File: src/rtl/gfco_pkg.sv
// Shared constants, types and helpers of the gaze-follow crop offset block.
`default_nettype none
package gfco_pkg;
   localparam int FRAC_BITS = 8;
   localparam int ROW_BITS  = 12;
   localparam int OFS_W     = ROW_BITS + FRAC_BITS + 1;
   localparam int GAZE_W    = ROW_BITS + FRAC_BITS;
   localparam int DT_W      = 7 + FRAC_BITS;
   localparam int TOP_W     = ROW_BITS;
   localparam int BH_W      = ROW_BITS + 1;
   localparam int TIMER_W   = 24;
   localparam int MODE_W    = 2;
   localparam int FRAC16_W  = 16;
   localparam int MS_W      = 16;
   localparam int KEEP_W    = 12;
   localparam int IMG_W     = 13;
   // signed working width for offsets and limits
   localparam int WW        = 27;
   // shared divider: numerator and divisor widths
   localparam int DIV_NW    = DT_W + 16;
   localparam int DIV_DW    = MS_W + FRAC_BITS;
   localparam int CSR_AW    = 5;
   localparam int REQ_DW    = 64;
   localparam int RSP_DW    = 40;
   localparam int TAYLOR_N  = 12;
   localparam logic [31:0] EXP_M1_Q30 = 32'd395007542;
   localparam logic [31:0] ONE_Q30    = 32'd1 << 30;

   // register indexes
   localparam logic [2:0] REG_FOLLOW_MODE = 3'd0;
   localparam logic [2:0] REG_DEADZONE    = 3'd1;
   localparam logic [2:0] REG_REACH       = 3'd2;
   localparam logic [2:0] REG_HOLD        = 3'd3;
   localparam logic [2:0] REG_GLIDE       = 3'd4;
   localparam logic [2:0] REG_EDGE_KEEP   = 3'd5;
   localparam logic [2:0] REG_IMG_HEIGHT  = 3'd6;

   typedef struct packed {
      logic busy;
      logic done;
   } div_sts_type;

   // clamp v into [lo, hi], low bound tested first
   function automatic logic signed [WW-1:0] clamp_w(input logic signed [WW-1:0] v,
                                                    input logic signed [WW-1:0] lo,
                                                    input logic signed [WW-1:0] hi);
      logic signed [WW-1:0] r;
      r = v;
      if (v < lo) r = lo;
      else if (v > hi) r = hi;
      return r;
   endfunction

   // saturate to the signed offset width
   function automatic logic signed [OFS_W-1:0] sat_ofs(input logic signed [WW-1:0] v);
      logic signed [WW-1:0] lim;
      logic signed [OFS_W-1:0] r;
      lim = WW'(1) <<< (OFS_W - 1);
      if (v < -lim) r = OFS_W'(-lim);
      else if (v > lim - 1) r = OFS_W'(lim - 1);
      else r = OFS_W'(v);
      return r;
   endfunction
endpackage
`default_nettype wire

File: src/rtl/gfco_div.sv
// Restoring radix-2 divider, one quotient bit per cycle.
`default_nettype none
module gfco_div
   import gfco_pkg::*;
(
   input  wire logic              clock,
   input  wire logic              reset,
   input  wire logic              start,
   input  wire logic [DIV_NW-1:0] num,
   input  wire logic [DIV_DW-1:0] den,
   output div_sts_type            sts,
   output logic [DIV_NW-1:0]      quo
);
   localparam int CNT_W = $clog2(DIV_NW + 1);

   logic [CNT_W-1:0]  cnt_ff, cnt_in;
   logic              busy_ff, busy_in, done_ff, done_in;
   logic [DIV_DW-1:0] rem_ff, rem_in, den_ff, den_in;
   logic [DIV_NW-1:0] quo_ff, quo_in;
   logic [DIV_DW:0]   rem_sh;
   logic              ge;

   // one shift-subtract step
   always_comb begin
      rem_sh  = {rem_ff, quo_ff[DIV_NW-1]};
      ge      = rem_sh >= {1'b0, den_ff};
      cnt_in  = cnt_ff;
      busy_in = busy_ff;
      done_in = 1'b0;
      rem_in  = rem_ff;
      den_in  = den_ff;
      quo_in  = quo_ff;
      if (start) begin
         rem_in  = '0;
         den_in  = den;
         quo_in  = num;
         cnt_in  = CNT_W'(DIV_NW);
         busy_in = 1'b1;
      end else if (busy_ff) begin
         rem_in = ge ? DIV_DW'(rem_sh - {1'b0, den_ff}) : DIV_DW'(rem_sh);
         quo_in = {quo_ff[DIV_NW-2:0], ge};
         cnt_in = cnt_ff - 1'b1;
         if (cnt_ff == CNT_W'(1)) begin
            busy_in = 1'b0;
            done_in = 1'b1;
         end
      end
   end

   always_ff @(posedge clock) begin
      if (reset) begin
         cnt_ff  <= '0;
         busy_ff <= 1'b0;
         done_ff <= 1'b0;
      end else begin
         cnt_ff  <= cnt_in;
         busy_ff <= busy_in;
         done_ff <= done_in;
      end
      rem_ff <= rem_in;
      den_ff <= den_in;
      quo_ff <= quo_in;
   end

   assign sts.busy = busy_ff;
   assign sts.done = done_ff;
   assign quo      = quo_ff;
endmodule
`default_nettype wire

File: src/rtl/gaze_follow_crop_offset.sv
// Gaze-following vertical crop offset: top level with sequencer and registers.
//
// One request per video frame. A request takes a sequence of steps through a
// single shared 32x32 multiplier and a bit-serial divider: three multiplies
// for the deadzone edges and reach, a push and a clamp step, the dt/glide
// division, twelve Taylor terms of two steps each (the product, then the divide
// by the term index through a reciprocal, or a shift for indexes 1 and 2), up to
// 31 multiplies by exp(-1), then the gain, glide and row steps. When glide is
// zero the division, Taylor, exp(-1) and gain steps are skipped; when the ratio
// reaches 32 the Taylor, exp(-1) and gain steps are skipped; when follow is off
// the block goes straight to the row step. The result stays until taken, and
// only then does the block return to idle and take the next request.
`default_nettype none
module gaze_follow_crop_offset
   import gfco_pkg::*;
(
   input  wire logic              clock,
   input  wire logic              reset,
   input  wire logic              req_tvalid,
   output logic                   req_tready,
   // gaze_row[19:0], frame_time[34:20], box_top[46:35], box_height[59:47]
   input  wire logic [REQ_DW-1:0] req_tdata,
   // gaze_valid[0]
   input  wire logic              req_tuser,
   output logic                   rsp_tvalid,
   input  wire logic              rsp_tready,
   // glided_offset[20:0], crop_row[32:21]
   output logic [RSP_DW-1:0]      rsp_tdata,
   input  wire logic              csr_psel,
   input  wire logic              csr_penable,
   input  wire logic              csr_pwrite,
   input  wire logic [CSR_AW-1:0] csr_paddr,
   input  wire logic [31:0]       csr_pwdata,
   output logic [31:0]            csr_prdata,
   output logic                   csr_pready
);
   typedef enum logic [13:0] {
      ST_IDLE  = 14'b00000000000001,
      ST_ZT    = 14'b00000000000010,
      ST_ZB    = 14'b00000000000100,
      ST_REACH = 14'b00000000001000,
      ST_PUSH  = 14'b00000000010000,
      ST_CLAMP = 14'b00000000100000,
      ST_XDIV  = 14'b00000001000000,
      ST_TMUL  = 14'b00000010000000,
      ST_TDIV  = 14'b00000100000000,
      ST_EMUL  = 14'b00001000000000,
      ST_GAIN  = 14'b00010000000000,
      ST_GLIDE = 14'b00100000000000,
      ST_ROW   = 14'b01000000000000,
      ST_OUT   = 14'b10000000000000
   } state_type;

   localparam logic [16:0] K_ONE = 17'd65536;

   // ceil(2^33 / i): floor(a*r >> 33) is exact for a below 2^30; i = 1, 2 are shifts
   function automatic logic [31:0] recip_q33(input logic [3:0] i);
      logic [31:0] r;
      case (i)
         4'd3:    r = 32'd2863311531;
         4'd4:    r = 32'd2147483648;
         4'd5:    r = 32'd1717986919;
         4'd6:    r = 32'd1431655766;
         4'd7:    r = 32'd1227133514;
         4'd8:    r = 32'd1073741824;
         4'd9:    r = 32'd954437177;
         4'd10:   r = 32'd858993460;
         4'd11:   r = 32'd780903145;
         4'd12:   r = 32'd715827883;
         default: r = '0;
      endcase
      return r;
   endfunction

   state_type state_ff, state_in;

   // configuration registers
   logic [MODE_W-1:0]   mode_ff;
   logic [FRAC16_W-1:0] dz_ff, rfr_ff;
   logic [MS_W-1:0]     hold_ff, glide_ff;
   logic [KEEP_W-1:0]   keep_ff;
   logic [IMG_W-1:0]    img_ff;
   logic                csr_wr;

   // latched request
   logic              gv_ff, gv_in;
   logic [GAZE_W-1:0] gaze_ff, gaze_in;
   logic [DT_W-1:0]   dt_ff, dt_in;
   logic [TOP_W-1:0]  top_ff, top_in;
   logic [BH_W-1:0]   bh_ff, bh_in;

   // state kept across frames
   logic signed [OFS_W-1:0] tgt_ff, tgt_in, cur_ff, cur_in;
   logic [TIMER_W-1:0]      rest_ff, rest_in;

   // per-frame working registers
   logic [21:0]          zt_ff, zt_in, zb_ff, zb_in, reach_ff, reach_in;
   logic signed [WW-1:0] wt_ff, wt_in;
   logic [4:0]           n_ff, n_in;
   logic [15:0]          f_ff, f_in;
   logic [DIV_NW-1:0]    t_ff, t_in;
   logic [31:0]          sum_ff, sum_in;
   logic [3:0]           i_ff, i_in;
   logic [16:0]          k_ff, k_in;
   logic                 rsp_valid_ff, rsp_valid_in;
   logic [RSP_DW-1:0]    rsp_data_ff, rsp_data_in;

   // shared multiplier and divider
   logic [31:0]       mul_a, mul_b;
   logic [63:0]       mul_p;
   logic              div_start;
   logic [DIV_NW-1:0] div_num, div_quo;
   logic [DIV_DW-1:0] div_den;
   div_sts_type       div_sts;

   // combinational helpers
   logic                 follows;
   logic signed [WW-1:0] home_s, gaze_s, amin, amax, pushed, lo_h, hi_l, reach_s;
   logic signed [WW-1:0] diff, mag, step, tsum, rowv, limit_s;
   logic [TIMER_W:0]     rest_sum;
   logic [TIMER_W-1:0]   rest_sat;
   logic [DIV_NW-1:0]    tq;
   logic [31:0]          sum_upd;
   logic [17:0]          e16;
   logic [47:0]          m2;

   gfco_div u_div (
      .clock (clock),
      .reset (reset),
      .start (div_start),
      .num   (div_num),
      .den   (div_den),
      .sts   (div_sts),
      .quo   (div_quo)
   );

   // configuration port
   assign csr_pready = 1'b1;
   assign csr_wr     = csr_psel && csr_penable && csr_pwrite && csr_pready;

   always_ff @(posedge clock) begin
      if (reset) begin
         mode_ff  <= '0;
         dz_ff    <= 16'd32768;
         rfr_ff   <= 16'd16384;
         hold_ff  <= 16'd2000;
         glide_ff <= 16'd300;
         keep_ff  <= '0;
         img_ff   <= 13'd1080;
      end else if (csr_wr) begin
         case (csr_paddr[CSR_AW-1:2])
            REG_FOLLOW_MODE: mode_ff  <= csr_pwdata[MODE_W-1:0];
            REG_DEADZONE:    dz_ff    <= csr_pwdata[FRAC16_W-1:0];
            REG_REACH:       rfr_ff   <= csr_pwdata[FRAC16_W-1:0];
            REG_HOLD:        hold_ff  <= csr_pwdata[MS_W-1:0];
            REG_GLIDE:       glide_ff <= csr_pwdata[MS_W-1:0];
            REG_EDGE_KEEP:   keep_ff  <= csr_pwdata[KEEP_W-1:0];
            REG_IMG_HEIGHT:  img_ff   <= csr_pwdata[IMG_W-1:0];
            default: ;
         endcase
      end
   end

   always_comb begin
      case (csr_paddr[CSR_AW-1:2])
         REG_FOLLOW_MODE: csr_prdata = 32'(mode_ff);
         REG_DEADZONE:    csr_prdata = 32'(dz_ff);
         REG_REACH:       csr_prdata = 32'(rfr_ff);
         REG_HOLD:        csr_prdata = 32'(hold_ff);
         REG_GLIDE:       csr_prdata = 32'(glide_ff);
         REG_EDGE_KEEP:   csr_prdata = 32'(keep_ff);
         REG_IMG_HEIGHT:  csr_prdata = 32'(img_ff);
         default:         csr_prdata = '0;
      endcase
   end

   // operand select for the shared multiplier
   always_comb begin
      mul_a = '0;
      mul_b = '0;
      case (state_ff)
         ST_ZT:    begin mul_a = 32'(K_ONE - 17'(dz_ff)); mul_b = 32'(bh_ff); end
         ST_ZB:    begin mul_a = 32'(K_ONE + 17'(dz_ff)); mul_b = 32'(bh_ff); end
         ST_REACH: begin mul_a = 32'(rfr_ff); mul_b = 32'(bh_ff); end
         ST_TMUL:  begin mul_a = 32'(t_ff); mul_b = 32'(f_ff); end
         ST_TDIV:  begin mul_a = 32'(t_ff); mul_b = recip_q33(i_ff); end
         ST_EMUL:  begin mul_a = sum_ff; mul_b = EXP_M1_Q30; end
         ST_GLIDE: begin mul_a = 32'(mag); mul_b = 32'(k_ff); end
         default: ;
      endcase
      mul_p = 64'(mul_a) * 64'(mul_b);
   end

   // arithmetic shared by the steps
   always_comb begin
      follows  = mode_ff[0] && (bh_ff != '0) && (14'(bh_ff) < 14'(img_ff));
      home_s   = $signed(WW'(top_ff) << FRAC_BITS);
      gaze_s   = $signed(WW'(gaze_ff));
      amin     = gaze_s - home_s - $signed(WW'(zb_ff));
      amax     = gaze_s - home_s - $signed(WW'(zt_ff));
      pushed   = clamp_w(wt_ff, amin, amax);
      rest_sum = (TIMER_W+1)'(rest_ff) + (TIMER_W+1)'(dt_ff);
      rest_sat = rest_sum[TIMER_W] ? {TIMER_W{1'b1}} : rest_sum[TIMER_W-1:0];
      reach_s  = $signed(WW'(reach_ff));
      // edge limits: highest <= 0 <= lowest
      lo_h     = $signed(WW'(keep_ff) << FRAC_BITS) - home_s;
      if (lo_h > 0) lo_h = '0;
      hi_l     = ($signed(WW'(img_ff)) - $signed(WW'(bh_ff))) * $signed(WW'(1 << FRAC_BITS))
                 - home_s - $signed(WW'(keep_ff) << FRAC_BITS);
      if (hi_l < 0) hi_l = '0;
      diff     = $signed(WW'(tgt_ff)) - $signed(WW'(cur_ff));
      mag      = (diff < 0) ? -diff : diff;
      m2       = 48'((mul_p + 64'd32768) >> 16);
      step     = (diff < 0) ? -$signed(WW'(m2)) : $signed(WW'(m2));
      // Taylor term divided by its index
      if (i_ff == 4'd1)      tq = t_ff;
      else if (i_ff == 4'd2) tq = t_ff >> 1;
      else                   tq = DIV_NW'(mul_p >> 33);
      sum_upd  = i_ff[0] ? ((32'(tq) > sum_ff) ? 32'd0 : sum_ff - 32'(tq))
                         : sum_ff + 32'(tq);
      e16      = 18'((33'(sum_ff) + 33'd8192) >> 14);
      tsum     = home_s + $signed(WW'(cur_ff)) + $signed(WW'(1 << (FRAC_BITS - 1)));
      rowv     = (tsum < 0) ? '0 : (tsum >>> FRAC_BITS);
      limit_s  = (14'(img_ff) > 14'(bh_ff)) ?
                 $signed(WW'(img_ff)) - $signed(WW'(bh_ff)) : '0;
      if (limit_s > $signed(WW'((1 << ROW_BITS) - 1))) limit_s = WW'((1 << ROW_BITS) - 1);
      if (rowv > limit_s) rowv = limit_s;
   end

   // sequencer
   always_comb begin
      state_in     = state_ff;
      gv_in        = gv_ff;
      gaze_in      = gaze_ff;
      dt_in        = dt_ff;
      top_in       = top_ff;
      bh_in        = bh_ff;
      tgt_in       = tgt_ff;
      cur_in       = cur_ff;
      rest_in      = rest_ff;
      zt_in        = zt_ff;
      zb_in        = zb_ff;
      reach_in     = reach_ff;
      wt_in        = wt_ff;
      n_in         = n_ff;
      f_in         = f_ff;
      t_in         = t_ff;
      sum_in       = sum_ff;
      i_in         = i_ff;
      k_in         = k_ff;
      rsp_valid_in = rsp_valid_ff;
      rsp_data_in  = rsp_data_ff;
      div_start    = 1'b0;
      div_num      = '0;
      div_den      = '0;
      case (state_ff)
         ST_IDLE: begin
            if (req_tvalid) begin
               gv_in    = req_tuser;
               gaze_in  = req_tdata[GAZE_W-1:0];
               dt_in    = req_tdata[GAZE_W +: DT_W];
               top_in   = req_tdata[GAZE_W+DT_W +: TOP_W];
               bh_in    = req_tdata[GAZE_W+DT_W+TOP_W +: BH_W];
               state_in = ST_ZT;
            end
         end
         ST_ZT: begin
            if (!follows) begin
               tgt_in   = '0;
               cur_in   = '0;
               rest_in  = '0;
               state_in = ST_ROW;
            end else begin
               zt_in    = 22'(((mul_p << FRAC_BITS) + 64'd65536) >> 17);
               wt_in    = $signed(WW'(tgt_ff));
               state_in = ST_ZB;
            end
         end
         ST_ZB: begin
            zb_in    = 22'(((mul_p << FRAC_BITS) + 64'd65536) >> 17);
            state_in = ST_REACH;
         end
         ST_REACH: begin
            reach_in = 22'(((mul_p << FRAC_BITS) + 64'd32768) >> 16);
            state_in = ST_PUSH;
         end
         // gaze push, rest timer and return home
         ST_PUSH: begin
            if (gv_ff) begin
               if (pushed != wt_ff) begin
                  wt_in   = pushed;
                  rest_in = '0;
               end else begin
                  rest_in = rest_sat;
                  if (mode_ff[1] && (rest_sat >= (TIMER_W'(hold_ff) << FRAC_BITS)))
                     wt_in = clamp_w('0, amin, amax);
               end
            end
            state_in = ST_CLAMP;
         end
         // reach and edge limits, then kick off the gain
         ST_CLAMP: begin
            tgt_in = sat_ofs(clamp_w(clamp_w(wt_ff, -reach_s, reach_s), lo_h, hi_l));
            if (glide_ff == '0) begin
               k_in     = K_ONE;
               state_in = ST_GLIDE;
            end else begin
               div_start = 1'b1;
               div_num   = {dt_ff, 16'd0};
               div_den   = {glide_ff, {FRAC_BITS{1'b0}}};
               state_in  = ST_XDIV;
            end
         end
         ST_XDIV: begin
            if (div_sts.done) begin
               if (div_quo[DIV_NW-1:21] != '0) begin
                  k_in     = K_ONE;
                  state_in = ST_GLIDE;
               end else begin
                  n_in     = div_quo[20:16];
                  f_in     = div_quo[15:0];
                  t_in     = DIV_NW'(ONE_Q30);
                  sum_in   = ONE_Q30;
                  i_in     = 4'd1;
                  state_in = ST_TMUL;
               end
            end
         end
         // Taylor term: t = ((t*f) >> 16) / i
         ST_TMUL: begin
            t_in     = DIV_NW'(mul_p >> 16);
            state_in = ST_TDIV;
         end
         ST_TDIV: begin
            t_in = tq;
            if (i_ff == 4'(TAYLOR_N)) begin
               sum_in   = (sum_upd > ONE_Q30) ? ONE_Q30 : sum_upd;
               state_in = ST_EMUL;
            end else begin
               sum_in   = sum_upd;
               i_in     = i_ff + 1'b1;
               state_in = ST_TMUL;
            end
         end
         // one exp(-1) factor per whole unit
         ST_EMUL: begin
            if (n_ff == '0) begin
               state_in = ST_GAIN;
            end else begin
               sum_in = 32'((mul_p + 64'd536870912) >> 30);
               n_in   = n_ff - 1'b1;
            end
         end
         ST_GAIN: begin
            k_in     = (e16 > 18'(K_ONE)) ? 17'd0 : 17'(18'(K_ONE) - e16);
            state_in = ST_GLIDE;
         end
         ST_GLIDE: begin
            cur_in   = sat_ofs($signed(WW'(cur_ff)) + step);
            state_in = ST_ROW;
         end
         ST_ROW: begin
            rsp_data_in  = RSP_DW'({ROW_BITS'(rowv), cur_ff});
            rsp_valid_in = 1'b1;
            state_in     = ST_OUT;
         end
         ST_OUT: begin
            if (rsp_tready) begin
               rsp_valid_in = 1'b0;
               state_in     = ST_IDLE;
            end
         end
         default: state_in = ST_IDLE;
      endcase
   end

   always_ff @(posedge clock) begin
      if (reset) begin
         state_ff     <= ST_IDLE;
         tgt_ff       <= '0;
         cur_ff       <= '0;
         rest_ff      <= '0;
         rsp_valid_ff <= 1'b0;
      end else begin
         state_ff     <= state_in;
         tgt_ff       <= tgt_in;
         cur_ff       <= cur_in;
         rest_ff      <= rest_in;
         rsp_valid_ff <= rsp_valid_in;
      end
      gv_ff       <= gv_in;
      gaze_ff     <= gaze_in;
      dt_ff       <= dt_in;
      top_ff      <= top_in;
      bh_ff       <= bh_in;
      zt_ff       <= zt_in;
      zb_ff       <= zb_in;
      reach_ff    <= reach_in;
      wt_ff       <= wt_in;
      n_ff        <= n_in;
      f_ff        <= f_in;
      t_ff        <= t_in;
      sum_ff      <= sum_in;
      i_ff        <= i_in;
      k_ff        <= k_in;
      rsp_data_ff <= rsp_data_in;
   end

   assign req_tready = (state_ff == ST_IDLE);
   assign rsp_tvalid = rsp_valid_ff;
   assign rsp_tdata  = rsp_data_ff;

   // checks
   a_no_overlap: assert property (@(posedge clock) disable iff (reset)
      rsp_tvalid |-> !req_tready) else $error("request taken while result pending");
   a_div_free: assert property (@(posedge clock) disable iff (reset)
      div_start |-> !div_sts.busy) else $error("divider restarted while busy");
   a_out_valid: assert property (@(posedge clock) disable iff (reset)
      (state_ff == ST_OUT) |-> rsp_valid_ff) else $error("result state without valid");
endmodule
`default_nettype wire

File: config.mk
export PLATFORM = sky130hd
export DESIGN_NAME = gaze_follow_crop_offset
export DESIGN_NICKNAME = d
export VERILOG_FILES = /design/src/rtl/gfco_pkg.sv /design/src/rtl/gfco_div.sv /design/src/rtl/gaze_follow_crop_offset.sv
export SDC_FILE = /design/constraint.sdc
export NUM_CORES = 2
export LEC_CHECK = 0
export BUFFER_PORTS_ARGS = -buffer_cell sky130_fd_sc_hd__buf_4
export CORE_ASPECT_RATIO = 1.2
export CORE_MARGIN = 2
export CORE_UTILIZATION = 40
export CTS_CLUSTER_DIAMETER = 80
export DETAILED_ROUTE_END_ITERATION = 10
export PLACE_DENSITY_LB_ADDON = 0.05
export SYNTH_ARGS = -nofsm -noshare
export SYNTH_HDL_FRONTEND = slang
export SYNTH_SLANG_ARGS = --single-unit
File: constraint.sdc
create_clock -name clock -period 16.17 [get_ports clock]
set_input_delay 1.617 -clock clock [delete_from_list [all_inputs] [get_ports clock]]
set_output_delay 1.617 -clock clock [all_outputs]
set_load 0.03 [all_outputs]
==> flow_summary_export.csv <==
group,metric,value,unit
yosys,postSynth.asyncResetShare,0,
hold_path,holdPathEnd,"f_ff[12]$_DFFE_PP_",
setup_path,crit_path_max_fanout,7,
routing,post_drt_wl_per_cell,25.2,um
cells_and_area,areaGrowthSynthToFinish,21.7,%
clock_tree,clockBufferDepth,3,
setup_path,rr_startpoint,"tgt_ff[0]$_SDFFE_PP0P_",
cells_and_area,fillers,19200,
setup_path,cp.required,16.70,ns
floorplanning,num_rows,178,
setup_path,max_stage_delay,0.54,ns
power_and_ir_drop,power.density,43.0,nW/um2
yosys,yosysTopAreaCell,"fa_1",
cells_and_area,fin_area,96300,um2
yosys,synth.most_common_cell,"inv_1",
yosys,synth_xor_area_frac,0.0446,
sta,grt_setup_unrepaired,"true",
cells_and_area,instances_no_fill,13000,
routing,drt_iter0_drc,5135,
yosys,yosys.area_share.simple,0.177,
setup_path,criticalPathCategory,"flop to flop",
hold_path,hold_path.class,"flop to flop",
setup_path,cp.depth,72,
sta,period_needed,16.03,ns
clock_tree,numCtsBuffers,68,
yosys,ys_ff_latch,564,
clock_tree,clock-root-buffer,"clkbuf_16",
hold_path,holdPathStages,0,
yosys,yosysUniqueCellTypes,123,
sta,fin_crit_sh,0.991,
routing,viasPerCell,5.49,
hold_path,min-delay-start,"u_div.quo[12]$_SDFFCE_PP0P_",
placement,hpwl,273000,um
routing,via_count,71500,
setup_path,path_common_cell,"fa_1",
floorplanning,initial_core_util,0.403,
setup_path,crit_buf_inv,15,
yosys,synth_commonest_cells,"1423 x inv_1, 1315 x nand2_1, 919 x fa_1",
setup_path,cpMaxStageDelayCell,"fa_1",
setup_path,cp.arrival,16.56,ns
floorplanning,die_y,491,um
yosys,synthFlopType,"edfxtp_1",
power_and_ir_drop,p_leak,43.7,nW
yosys,synthAdderAreaFrac,0.345,
cells_and_area,num-nets-final,12100,
yosys,synth_area_leaders,"fa_1 23%, edfxtp_1 13%, ha_1 11%",
global_routing,grt_pass1_vias,73200,
sta,fmax,62.4,MHz
yosys,synth-edff-count,339,
sta,fin_worst_skew,0.0600,ns
clock_tree,clk_latency,0.73,ns
routing,drc,0,
placement,numPlacedInstances,12800,
yosys,synthCells,9353,
setup_path,start_kind,"flop",
power_and_ir_drop,vdd_ir_drop_max,0.0799,mV
global_routing,grt_pass1_wl,481000,um
cells_and_area,drive_above_1_share,0.188,
setup_path,critical-path-top-delay-family,"adder cells",
clock_tree,cts_tree,"done",
setup_path,r2r_cells,72,
setup_path,r2r_setup_slack,0.14,ns
yosys,muxShareOfSynthArea,0.0135,
yosys,synth_area,79100,um2
global_routing,overflow,0,
flow_run,max_cap_violations,0,
setup_path,cp-end-kind,"flop",
floorplanning,die_area,201000,um2
global_routing,antenna_found_initial,9,
clock_tree,h-tree-depth,3,
global_routing,grt_use_total,0.323,
yosys,ys_seq_area_frac,0.186,
yosys,synth_compound_area_frac,0.143,
outcome,status,"finished clean",
yosys,synth_top_cell_area_share,0.233,
sta,finalSetupViolCount,0,
placement,place_congestion,0.969,
yosys,synth_top_family_by_area,"adder cells",
sta,tightest_slew,1.19,ns
placement,post_dp_cell_area,91200,um2
sta,finalMaxSlewViolations,0,
placement,io_buffers,137,
routing,postRouteAntennaNets,0,
global_routing,grt_max_degree,79,
floorplanning,core,196000,um2
clock_tree,clk_pin_slew_worst_paths,0.06,ns
yosys,ys_warn_count,0,
floorplanning,io_pins,184,
routing,first_pass_iters,8,
routing,finalWirelength,329000,um
sta,final-hold-violation-count,0,
clock_tree,clock-sinks,564,
yosys,synth.avg_cell_area,8.46,um2
sta,relSlewSlack,0.204,
setup_path,r2r_end,"sum_ff[7]$_DFFE_PP_",
clock_tree,holdBufCountCts,0,
floorplanning,die_w,410,um
-- worst max path at each step --
stage                            to  slack, ns                   start
2_1_floorplan  sum_ff[28]$_DFFE_PP_       0.02  cur_ff[1]$_SDFFE_PP0P_
3_3_place_gp    sum_ff[3]$_DFFE_PP_      -1.40  tgt_ff[0]$_SDFFE_PP0P_
3_5_place_dp    sum_ff[3]$_DFFE_PP_      -1.54  tgt_ff[0]$_SDFFE_PP0P_
4_1_cts         sum_ff[3]$_DFFE_PP_      -0.07  tgt_ff[0]$_SDFFE_PP0P_
5_1_grt         sum_ff[7]$_DFFE_PP_      -0.65  tgt_ff[0]$_SDFFE_PP0P_
6_report        sum_ff[7]$_DFFE_PP_       0.14  tgt_ff[0]$_SDFFE_PP0P_
-- where the power goes --
part	leakage (nW)	internal [mW]	total, mW	switching [mW]
combinational	37.6	0.350	0.902	0.553
sequential	4.92	1.54	1.57	0.0309
clock	1.17	0.936	1.67	0.732
-- final cells by class --
class,instances,area (um2),area share
Multi-Input combinational cell,6953,59600,0.619
Sequential cell,564,14700,0.153
Timing Repair Buffer,1353,10900,0.114
Inverter,1426,5350,0.0556
Tap cell,2610,3270,0.0339
Clock buffer,85,1900,0.0197
Clock inverter,40,504,0.00524
Antenna cell,3,7.51,0.0000780
-- logic make-up (layout without fill, tap and decap cells) --
| group | after synthesis | in the layout |
|---|---|---|
| other | 2 | 45 |
| DFF | 564 | 564 |
| AOI/OAI and AO/OA | 1714 | 1714 |
| muxes | 103 | 103 |
| xor gates and xnor gates | 396 | 396 |
| buffers and inverters | 1879 | 2904 |
| adders and majority gates | 1629 | 1629 |
| and+or+nand+nor | 3066 | 3069 |
-- through the flow --
stage	hold WS [ns]	power (mW)	setup slack (ns)	util	TNS [ns]
6_report	0.449	4.14	0.143	0.491	0
5_1_grt	0.461	4.32	-0.654	0.491	-18.94
4_1_cts	0.441	4.17	-0.0723	0.483	-0.818
3_5_place_dp	0.424	2.48	-1.54	0.465	-63.21
3_3_place_gp	0.430	2.47	-1.40	0.465	-56.09
2_1_floorplan	0.418	2.17	0.0249	-	0
-- layout by cell type, fill, tap and decap left out, types with 35 or more instances in the layout --
cell	instances
inv_1	1405
a21oi_1	464
fa_1	913
o21bai_1	55
a31oi_1	37
xor2_1	108
o21ai_0	280
dfxtp_1	222
nand4_1	77
edfxtp_1	339
nand3_1	139
nand2b_1	60
ha_1	681
o21a_1	70
mux2i_1	84
and3_1	60
nor3_1	120
a21o_1	112
a22oi_1	38
clkbuf_16	75
nand2_1	1305
buf_6	36
nor2b_1	89
nor2_1	766
xnor2_1	254
o22ai_1	41
a21oi_2	48
conb_1	42
or3_1	64
a211oi_1	35
and2_1	72
buf_12	44
buf_4	1267
-- sequential cells by signal, indices dropped and copies added (netlist names), 17 cells and up, named ones only --
signal and flops:
u_div.quo 31, wt_ff 27, zb_ff 22, gaze_ff 20, u_div.rem_ff 24, cur_ff 21, sum_ff 32, rest_ff 24
rsp_tdata 33, k_ff 17, tgt_ff 21, t_ff 31, reach_ff 22, zt_ff 22
-- routing by layer --
metal  GRT usage  wire (um)  up-vias
met5           0         13        -
met4       0.169      21100        2
met3      0.0316      15800      564
met2       0.563     163000     2212
met1       0.392     129000    35700
li1            -          -    33000
-- repair_timing --
item	in CTS	in global routing
gates cloned	3	6
setup endpoints to repair	53	53
endpoints found under the hold margin	0	0
setup buffers	25	41
gates resized for setup	201	257
pin swaps	147	160
Power figures use the tool's default switching activity.
